===== src/rtl/dssp_pkg.sv =====
`default_nettype none
package dssp_pkg;

	typedef enum logic [2:0] {
		PH_LEAD   = 3'd0,
		PH_SIGN   = 3'd1,
		PH_DIGITS = 3'd2,
		PH_U      = 3'd3,
		PH_M      = 3'd4,
		PH_END    = 3'd5,
		PH_DONE   = 3'd6
	} phase_t;

	typedef enum logic [2:0] {
		ST_OK      = 3'd0,
		ST_MINUS   = 3'd1,
		ST_NODIG   = 3'd2,
		ST_RANGE   = 3'd3,
		ST_SUFFIX  = 3'd4,
		ST_GARBAGE = 3'd5,
		ST_OVFL    = 3'd6
	} status_t;

	localparam logic [7:0] CH_NUL   = 8'h00;
	localparam logic [7:0] CH_MINUS = 8'h2D;
	localparam logic [7:0] CH_PLUS  = 8'h2B;
	localparam logic [7:0] CH_ZERO  = 8'h30;
	localparam logic [7:0] CH_NINE  = 8'h39;
	localparam logic [7:0] CH_U     = 8'h75;
	localparam logic [7:0] CH_M     = 8'h6D;
	localparam logic [7:0] CH_S     = 8'h73;
	localparam logic [7:0] CH_H     = 8'h68;

	localparam logic [31:0] FACT_US  = 32'd1;
	localparam logic [31:0] FACT_MS  = 32'd1000;
	localparam logic [31:0] FACT_SEC = 32'd1000000;
	localparam logic [31:0] FACT_MIN = 32'd60000000;
	localparam logic [31:0] FACT_HR  = 32'd3600000000;

	typedef struct packed {
		logic          valid;
		status_t       status;
		logic [63:0]   value;
		logic [31:0]   factor;
	} fin_t;

endpackage
`default_nettype wire


===== src/rtl/dssp_char_if.sv =====
`default_nettype none
interface dssp_char_if;
	logic       valid;
	logic       ready;
	logic [7:0] char_code;

	modport source (output valid, output char_code, input ready);
	modport sink (input valid, input char_code, output ready);
endinterface
`default_nettype wire


===== src/rtl/dssp_res_if.sv =====
`default_nettype none
interface dssp_res_if;
	logic        valid;
	logic        ready;
	logic [2:0]  status;
	logic [63:0] time_us;

	modport source (output valid, output status, output time_us, input ready);
	modport sink (input valid, input status, input time_us, output ready);
endinterface
`default_nettype wire


===== src/rtl/dssp_parse.sv =====
`default_nettype none
module dssp_parse (
	input  wire logic        clk,
	input  wire logic        arst_n,
	dssp_char_if.sink        char_bus,
	input  wire logic        down_free,
	output dssp_pkg::fin_t   fin_s1
);

	dssp_pkg::phase_t  phase_q, phase_d;
	dssp_pkg::status_t ferr_q, ferr_d;
	logic [63:0] digit_q, digit_d;
	logic [31:0] factor_q, factor_d;
	logic        minus_q, minus_d;
	logic        range_q, range_d;
	dssp_pkg::fin_t fin_d;

	logic [7:0]  c;
	logic        take, is_digit, is_blank;
	logic [67:0] acc;
	logic        add;
	logic        fail;
	dssp_pkg::status_t fail_code;
	dssp_pkg::status_t fin_err;

	assign char_bus.ready = !fin_s1.valid || down_free;
	assign take = char_bus.valid && char_bus.ready;
	assign c = char_bus.char_code;

	always_comb begin
		is_digit = (c >= dssp_pkg::CH_ZERO) && (c <= dssp_pkg::CH_NINE);
		is_blank = c inside {8'h20, [8'h09:8'h0D]};
		acc = ({4'd0, digit_q} << 3) + ({4'd0, digit_q} << 1)
			+ {64'd0, c[3:0]};
	end

	always_comb begin
		phase_d = phase_q;
		ferr_d = ferr_q;
		digit_d = digit_q;
		factor_d = factor_q;
		minus_d = minus_q;
		range_d = range_q;
		add = 1'b0;
		fail = 1'b0;
		fail_code = dssp_pkg::ST_OK;
		fin_err = ferr_q;
		fin_d = fin_s1;
		if (fin_s1.valid && down_free) begin
			fin_d.valid = 1'b0;
		end
		if (take) begin
			if (c == dssp_pkg::CH_NUL) begin
				if (ferr_q == dssp_pkg::ST_OK) begin
					if (phase_q == dssp_pkg::PH_LEAD || phase_q == dssp_pkg::PH_SIGN) begin
						fin_err = dssp_pkg::ST_NODIG;
					end else if (phase_q == dssp_pkg::PH_U) begin
						fin_err = dssp_pkg::ST_GARBAGE;
					end
				end
				fin_d.valid = 1'b1;
				fin_d.value = digit_q;
				fin_d.factor = factor_q;
				if (minus_q) begin
					fin_d.status = dssp_pkg::ST_MINUS;
				end else if (range_q) begin
					fin_d.status = dssp_pkg::ST_RANGE;
				end else begin
					fin_d.status = fin_err;
				end
				phase_d = dssp_pkg::PH_LEAD;
				ferr_d = dssp_pkg::ST_OK;
				digit_d = '0;
				factor_d = dssp_pkg::FACT_US;
				minus_d = 1'b0;
				range_d = 1'b0;
			end else if (c == dssp_pkg::CH_MINUS) begin
				minus_d = 1'b1;
			end else begin
				case (phase_q)
					dssp_pkg::PH_LEAD: begin
						if (!is_blank) begin
							if (c == dssp_pkg::CH_PLUS) begin
								phase_d = dssp_pkg::PH_SIGN;
							end else if (is_digit) begin
								add = 1'b1;
								phase_d = dssp_pkg::PH_DIGITS;
							end else begin
								fail = 1'b1;
								fail_code = dssp_pkg::ST_NODIG;
							end
						end
					end
					dssp_pkg::PH_SIGN: begin
						if (is_digit) begin
							add = 1'b1;
							phase_d = dssp_pkg::PH_DIGITS;
						end else begin
							fail = 1'b1;
							fail_code = dssp_pkg::ST_NODIG;
						end
					end
					dssp_pkg::PH_DIGITS: begin
						if (is_digit) begin
							add = 1'b1;
						end else if (c == dssp_pkg::CH_U) begin
							phase_d = dssp_pkg::PH_U;
						end else if (c == dssp_pkg::CH_M) begin
							factor_d = dssp_pkg::FACT_MIN;
							phase_d = dssp_pkg::PH_M;
						end else if (c == dssp_pkg::CH_S) begin
							factor_d = dssp_pkg::FACT_SEC;
							phase_d = dssp_pkg::PH_END;
						end else if (c == dssp_pkg::CH_H) begin
							factor_d = dssp_pkg::FACT_HR;
							phase_d = dssp_pkg::PH_END;
						end else begin
							fail = 1'b1;
							fail_code = dssp_pkg::ST_SUFFIX;
						end
					end
					dssp_pkg::PH_U: begin
						if (c == dssp_pkg::CH_S) begin
							phase_d = dssp_pkg::PH_END;
						end else begin
							fail = 1'b1;
							fail_code = dssp_pkg::ST_GARBAGE;
						end
					end
					dssp_pkg::PH_M: begin
						if (c == dssp_pkg::CH_S) begin
							factor_d = dssp_pkg::FACT_MS;
							phase_d = dssp_pkg::PH_END;
						end else begin
							fail = 1'b1;
							fail_code = dssp_pkg::ST_GARBAGE;
						end
					end
					dssp_pkg::PH_END: begin
						fail = 1'b1;
						fail_code = dssp_pkg::ST_GARBAGE;
					end
					default: begin
						phase_d = dssp_pkg::PH_DONE;
					end
				endcase
				if (add) begin
					if (range_q || (acc[67:64] != 4'd0)) begin
						range_d = 1'b1;
						digit_d = '1;
					end else begin
						digit_d = acc[63:0];
					end
				end
				if (fail) begin
					phase_d = dssp_pkg::PH_DONE;
					if (ferr_q == dssp_pkg::ST_OK) begin
						ferr_d = fail_code;
					end
				end
			end
		end
	end

	always_ff @(posedge clk or negedge arst_n) begin
		if (!arst_n) begin
			phase_q <= dssp_pkg::PH_LEAD;
			ferr_q <= dssp_pkg::ST_OK;
			digit_q <= '0;
			factor_q <= dssp_pkg::FACT_US;
			minus_q <= 1'b0;
			range_q <= 1'b0;
			fin_s1 <= '0;
		end else begin
			phase_q <= phase_d;
			ferr_q <= ferr_d;
			digit_q <= digit_d;
			factor_q <= factor_d;
			minus_q <= minus_d;
			range_q <= range_d;
			fin_s1 <= fin_d;
		end
	end

endmodule
`default_nettype wire


===== src/rtl/dssp_scale.sv =====
`default_nettype none
module dssp_scale (
	input  wire logic        clk,
	input  wire logic        arst_n,
	input  wire dssp_pkg::fin_t fin_s1,
	output logic             up_free,
	dssp_res_if.source       result_bus
);

	logic              valid_s2;
	dssp_pkg::status_t status_s2;
	logic [63:0]       lo_s2, hi_s2;
	logic              valid_q;
	logic [2:0]        status_q;
	logic [63:0]       time_q;
	logic              out_free;
	logic [95:0]       full;
	logic              ovfl;

	assign out_free = !valid_q || result_bus.ready;
	assign up_free = !valid_s2 || out_free;

	assign result_bus.valid = valid_q;
	assign result_bus.status = status_q;
	assign result_bus.time_us = time_q;

	always_comb begin
		full = {hi_s2, 32'd0} + {32'd0, lo_s2};
		ovfl = full[95:64] != 32'd0;
	end

	always_ff @(posedge clk or negedge arst_n) begin
		if (!arst_n) begin
			valid_s2 <= 1'b0;
			valid_q <= 1'b0;
		end else begin
			if (up_free) begin
				valid_s2 <= fin_s1.valid;
			end
			if (out_free) begin
				valid_q <= valid_s2;
			end
		end
	end

	always_ff @(posedge clk) begin
		if (up_free && fin_s1.valid) begin
			status_s2 <= fin_s1.status;
			lo_s2 <= {32'd0, fin_s1.value[31:0]} * {32'd0, fin_s1.factor};
			hi_s2 <= {32'd0, fin_s1.value[63:32]} * {32'd0, fin_s1.factor};
		end
		if (out_free && valid_s2) begin
			if (status_s2 != dssp_pkg::ST_OK) begin
				status_q <= status_s2;
				time_q <= '0;
			end else if (ovfl) begin
				status_q <= dssp_pkg::ST_OVFL;
				time_q <= '0;
			end else begin
				status_q <= dssp_pkg::ST_OK;
				time_q <= full[63:0];
			end
		end
	end

endmodule
`default_nettype wire


===== src/rtl/duration_string_suffix_parser_unit.sv =====
`default_nettype none
// Streaming duration parser: one string byte per beat on char_bus, one result beat on
// result_bus per zero terminator, carrying a status and the duration in microseconds.
// Bytes stream back to back while char_bus.ready is high; a result reaches result_bus through
// the finish register, a registered pair of 64-bit partial products (each 32-bit half of
// the value times the unit factor), and the output register.
// Bytes keep flowing while results wait in the product and output registers; once the finish
// register also holds a result that cannot advance, every byte waits for the result beat.
module duration_string_suffix_parser_unit (
	input  wire logic  clk,
	input  wire logic  arst_n,
	dssp_char_if.sink  char_bus,
	dssp_res_if.source result_bus
);

	dssp_pkg::fin_t fin_s1;
	logic           down_free;

	dssp_parse u_parse (
		.clk      (clk),
		.arst_n   (arst_n),
		.char_bus (char_bus),
		.down_free(down_free),
		.fin_s1   (fin_s1)
	);

	dssp_scale u_scale (
		.clk       (clk),
		.arst_n    (arst_n),
		.fin_s1    (fin_s1),
		.up_free   (down_free),
		.result_bus(result_bus)
	);

endmodule
`default_nettype wire

===== src/flat_wrapper.sv =====
// flat-port wrapper written by rule: the top's interface ports become plain ports
module duration_string_suffix_parser_unit_flat 
  (clk, arst_n, char_bus_valid, char_bus_char_code, char_bus_ready, result_bus_valid, result_bus_status, result_bus_time_us, result_bus_ready);
  dssp_char_if char_bus_i ();
  dssp_res_if result_bus_i ();
  input  wire logic clk;
  input  wire logic arst_n;
  input wire logic [$bits(char_bus_i.valid)-1:0] char_bus_valid;
  input wire logic [$bits(char_bus_i.char_code)-1:0] char_bus_char_code;
  output wire logic [$bits(char_bus_i.ready)-1:0] char_bus_ready;
  output wire logic [$bits(result_bus_i.valid)-1:0] result_bus_valid;
  output wire logic [$bits(result_bus_i.status)-1:0] result_bus_status;
  output wire logic [$bits(result_bus_i.time_us)-1:0] result_bus_time_us;
  input wire logic [$bits(result_bus_i.ready)-1:0] result_bus_ready;
  assign char_bus_i.valid = char_bus_valid;
  assign char_bus_i.char_code = char_bus_char_code;
  assign char_bus_ready = char_bus_i.ready;
  assign result_bus_valid = result_bus_i.valid;
  assign result_bus_status = result_bus_i.status;
  assign result_bus_time_us = result_bus_i.time_us;
  assign result_bus_i.ready = result_bus_ready;
  duration_string_suffix_parser_unit u_core (.clk(clk), .arst_n(arst_n), .char_bus(char_bus_i), .result_bus(result_bus_i));
endmodule

===== config.mk =====
export PLATFORM = sky130hd
export DESIGN_NAME = duration_string_suffix_parser_unit_flat
export DESIGN_NICKNAME = d
export VERILOG_FILES = /design/src/rtl/dssp_pkg.sv /design/src/rtl/dssp_char_if.sv /design/src/rtl/dssp_res_if.sv /design/src/rtl/dssp_parse.sv /design/src/rtl/dssp_scale.sv /design/src/rtl/duration_string_suffix_parser_unit.sv /design/src/flat_wrapper.sv
export SDC_FILE = /design/constraint.sdc
export NUM_CORES = 2
export LEC_CHECK = 0
export ABC_CLOCK_PERIOD_IN_PS = 7300
export BUFFER_PORTS_ARGS = -buffer_cell sky130_fd_sc_hd__buf_2
export CORE_MARGIN = 2
export CORE_UTILIZATION = 30
export CTS_BUF_LIST = sky130_fd_sc_hd__clkbuf_4
export DETAILED_ROUTE_END_ITERATION = 8
export PLACE_DENSITY_LB_ADDON = 0.3
export SLEW_MARGIN = 20
export SYNTH_ARGS = -nofsm -noshare
export SYNTH_HDL_FRONTEND = slang
export SYNTH_SLANG_ARGS = --single-unit

===== constraint.sdc =====
create_clock -name clk -period 7.3 [get_ports clk]
set_input_delay 0 -clock clk [delete_from_list [all_inputs] [get_ports clk]]
set_output_delay 0 -clock clk [all_outputs]
set_load 0.02 [all_outputs]

==> results by group <==
Run status
  – Run status: finished, violations left
  – Failing checks: negative setup slack

Clock tree
  – Cts bufs inserted: around 100
  – Clock Path Buffers: 3
  – Sinks on the clock net: 360
  – H-Tree Depth: 3
  – CTS tree: done
  – Insertion delay to the later sink of the worst-skew pair: a little over 1000 ps
  – Clock transition at path regs: ~70 ps
  – Cell at the root of the clock tree: clkbuf_4

GRT
  – Number of antenna violations at the first check in global routing: 10
  – Largest net degree at the start of global routing: 88
  – GRT Residual Overflow: 0
  – Global-route wire length before repair: approximately 340000 um
  – Vias in the first global route: 58200
  – Overall routing resource usage: around a fifth

Timing
  – Setup repair after global routing missed its margin: true
  – Count of pins over their slew limit: 0
  – TNS Setup: -13370 ps
  – Layout Skew: about 84 ps
  – Final clock period utilization by the worst path: 108%
  – Worst Max-Slew Pin Slew: between 900 and 1000 ps
  – Slew headroom: between 30% and 40%
  – Maximum operating frequency: between 100 and 150 MHz
  – Final min period: between 7000 and 8000 ps
  – Final Hold Fails: 0
  – Final setup fails: between 50 and 60
  – Minimum setup slack in the final design: -598 ps

Drt
  – Vias: approximately 54000
  – Iteration count of the initial detailed-routing pass: 5
  – Drc violations: 0
  – Number of DRC markers after the initial detailed-route iteration: around 3300
  – Remaining antenna violation count after routing: 0
  – Total wirelength of the detailed-routed design: 222000 um
  – Via-to-Cell Ratio: around 4.7
  – Average wire length per cell after detail routing: 19.2 um

Logic synthesis
  – Primary FF master, synth: edfxtp_1
  – Cells taking the most area after synthesis: fa_1, ha_1, inv_1, edfxtp_1, dfrtp_1
  – Count of flip-flops with a built-in enable after synthesis: roughly 200
  – Post-Syn Nets: around 9600
  – Register area share after synthesis: between 10% and 20%
  – Synthesized area: 70300 um^2
  – Mean area per synthesized cell: approximately 9.5 um^2
  – Share of Yosys cell area claimed by the top area cell type: between 30% and 40%
  – Total of flip-flops plus latches after synthesis: 360
  – Most instantiated cells after synthesis: inv_1, fa_1, ha_1
  – Unique cell type count in the Yosys netlist: 84
  – Synth area leader: fa_1
  – Leading cell type by number of instances after synthesis: inv_1
  – Number of warnings issued by yosys: 0
  – Async set-reset flop share out of synthesis: about 45%
  – Number of cells produced by synthesis: around 7400

Placed design
  – Placed Area: about 82000 um^2
  – Worst Setup Slack post-DPL: -812 ps
  – IO Port Bufs: 80
  – Half-perimeter wire length after placement: ~190000 um
  – Final weighted congestion of routability-driven global placement: 0.945
  – Placed Cells incl. Taps: roughly 11000

Floorplanning
  – Placeable core region: 233000 um^2
  – Width of the chip: 488 um
  – Ports placed on the boundary: a little over 80
  – Initial Utilization: slightly above 30%
  – Total die area: around 240000 um^2
  – Placement row count: 177
  – Vertical die dimension: roughly 490 um

Layout
  – Cell area after layout: approximately 87000 um^2
  – Post-layout nets: 10600
  – Area grow syn2layout: 23.6%
  – Fraction of layout instances using a drive strength above 1: a little under a quarter
  – Fill count: between 20000 and 25000
  – Filler-free cell count of the finished design: 11600

Worst setup path
  – Critical-path cell with the highest stage delay: fa_1
  – Max incr delay on CP: around 540 ps
  – Origin of the critical flop-to-flop path: u_core.u_parse.fin_s1[25]
  – Crit path top cell by count: fa_1
  – Startpoint of the most critical setup path: u_core.u_parse.fin_s1[25]
  – Largest fanout on the critical path: 9
  – Critical Path Start Type: flip-flop
  – Worst setup path class: reg2reg
  – Arrival @ worst endpoint: roughly 8700 ps
  – Required time of the critical path: around 8100 ps
  – Crit path capture type: flip-flop

Pwr
  – Net switching fraction of the power: 26.8%
  – Net Switching: around 0.0012 W
  – Design internal power: between 0.003 and 0.004 W
  – Worst vdd ir: just over 0.0001 V
  – Sequential group share of total power: ~48%
  – Clock network power share: a little over two fifths
  – P_leak: 48.8 nW
  – Total power per unit cell area: about 53 nW/um^2
  – Proportion of power drawn by combinational gates: just under 10%

Hold path
  – Class of the tightest hold or removal check: in2reg
  – Worst Min Path Start: char_bus_char_code[0]

Run
  – Maximum capacitance violations: 0
flip-flops by register name (all words and copies together), names as in the netlist, 3 cells and up:
register                           cells
u_core.u_scale.status_s2               3
u_core.u_scale.hi_s2                  64
u_core.u_parse.digit_q                64
u_core.u_scale.result_bus.time_us     64
u_core.u_parse.factor_q               10
u_core.u_scale.lo_s2                  64
u_core.u_parse.fin_s1                 78
u_core.u_parse.ferr_q                  3
u_core.u_scale.result_bus.status       3
u_core.u_parse.phase_q                 3
repair_timing:
action | CTS | global route
cloned | 8 | 3
setup endpoints to repair | 65 | 74
buffers inserted | 92 | 40
resized for setup | 443 | 213
hold endpoints to repair | 287 | 0
hold buffers | 34 | 0
pin swaps | 173 | 182
worst paths after layout:
path	to	slack, ps	cells after the start
worst max-delay path	u_core.u_scale.lo_s2[62]	-600	28
worst min-delay path	u_core.u_parse.factor_q[9]	130	5
worst max register to register	u_core.u_scale.lo_s2[62]	-600	28
worst min register to register	u_core.u_parse.factor_q[0]	460	2
max in group asynchronous	u_core.u_parse.fin_s1[40]	5860	5
min in group asynchronous	u_core.u_parse.factor_q[0]	170	3
through the flow:
step	utilization [%]	total power [W]	hold WS (ps)
after floorplan	-	0.00247	-296
after global placement	35.0	0.00263	108
after detailed placement	35.0	0.00263	120
after CTS	36.8	0.00469	1.32
after global routing	37.3	0.00485	131
final	37.3	0.00462	131
final cells by class:
| class | instances | area [um^2] | share of cell area [%] |
|---|---|---|---|
| Sequential cell | 360 | 10000 | 11.6 |
| Antenna cell | 6 | 15.0 | 0.0173 |
| Clock inverter | 40 | 249 | 0.286 |
| Multi-Input combinational cell | 5028 | 55300 | 63.6 |
| Inverter | 1713 | 6430 | 7.40 |
| Tap cell | 3132 | 3920 | 4.51 |
| Timing Repair Buffer | 1186 | 9930 | 11.4 |
| Clock buffer | 145 | 1090 | 1.25 |
routing by layer:
layer	GRT usage, %	routed length, um
met4	3.91	4590
met5	0	63
met1	27.3	107000
met2	29.8	98700
met3	2.31	11900
power by group through the flow:
stage	logic, W	registers (W)	clock network (W)
floorplan	0.000231	0.00223	0
global placement	0.000362	0.00227	0
detailed placement	0.000367	0.00227	0
CTS	0.000440	0.00222	0.00203
global route	0.000492	0.00223	0.00213
finish	0.000450	0.00223	0.00194
placed cells by master (no fill, tap or decap), types with 22 or more instances in the layout:
cell and instances:
a21oi_1 268, fa_1 1110, and2_1 387, nor3_2 43, nor2b_1 31, nand2b_1 33
and2_4 35, xor2_1 88, nand2_4 29, inv_1 1649, nor2_1 147, a21oi_2 31
a21o_1 139, buf_2 79, o211ai_1 22, nand3_1 54, xnor2_1 112, ha_1 918
o21bai_1 44, inv_2 64, ha_4 43, buf_12 51, nand4_1 63, nand2_2 44
dfrtp_1 134, clkbuf_4 145, buf_6 62, fa_2 95, nand2_1 598, a31oi_1 84
and3_1 27, buf_4 943, edfxtp_1 198, dfrtp_2 24, o21ai_0 112, clkinv_1 27
dlygate4sd3_1 33, nor3_1 67
logic make-up after synthesis:
kind of cell	Yosys count	share of synthesized area (%)
and+or+nand+nor	1697	12.3
AOI/OAI and AO/OA	927	8.36
xor gates and xnor gates	221	2.75
DFF	360	14.2
buffers and inverters	1987	10.7
muxes	14	0.213
adders and majority gates	2169	51.4
worst max-delay path: cells and delay by family (launching register included):
kind                     cells  cell delay (ps)
XOR/XNOR                     1              100
AO/OA/AOI/OAI               10             2070
adder cells (fa/ha/maj)      9             4220
AND/OR/NAND/NOR              1              160
flip-flops                   1              420
buffers and inverters        7              660
Note: power is estimated with default switching activity, not from simulation.
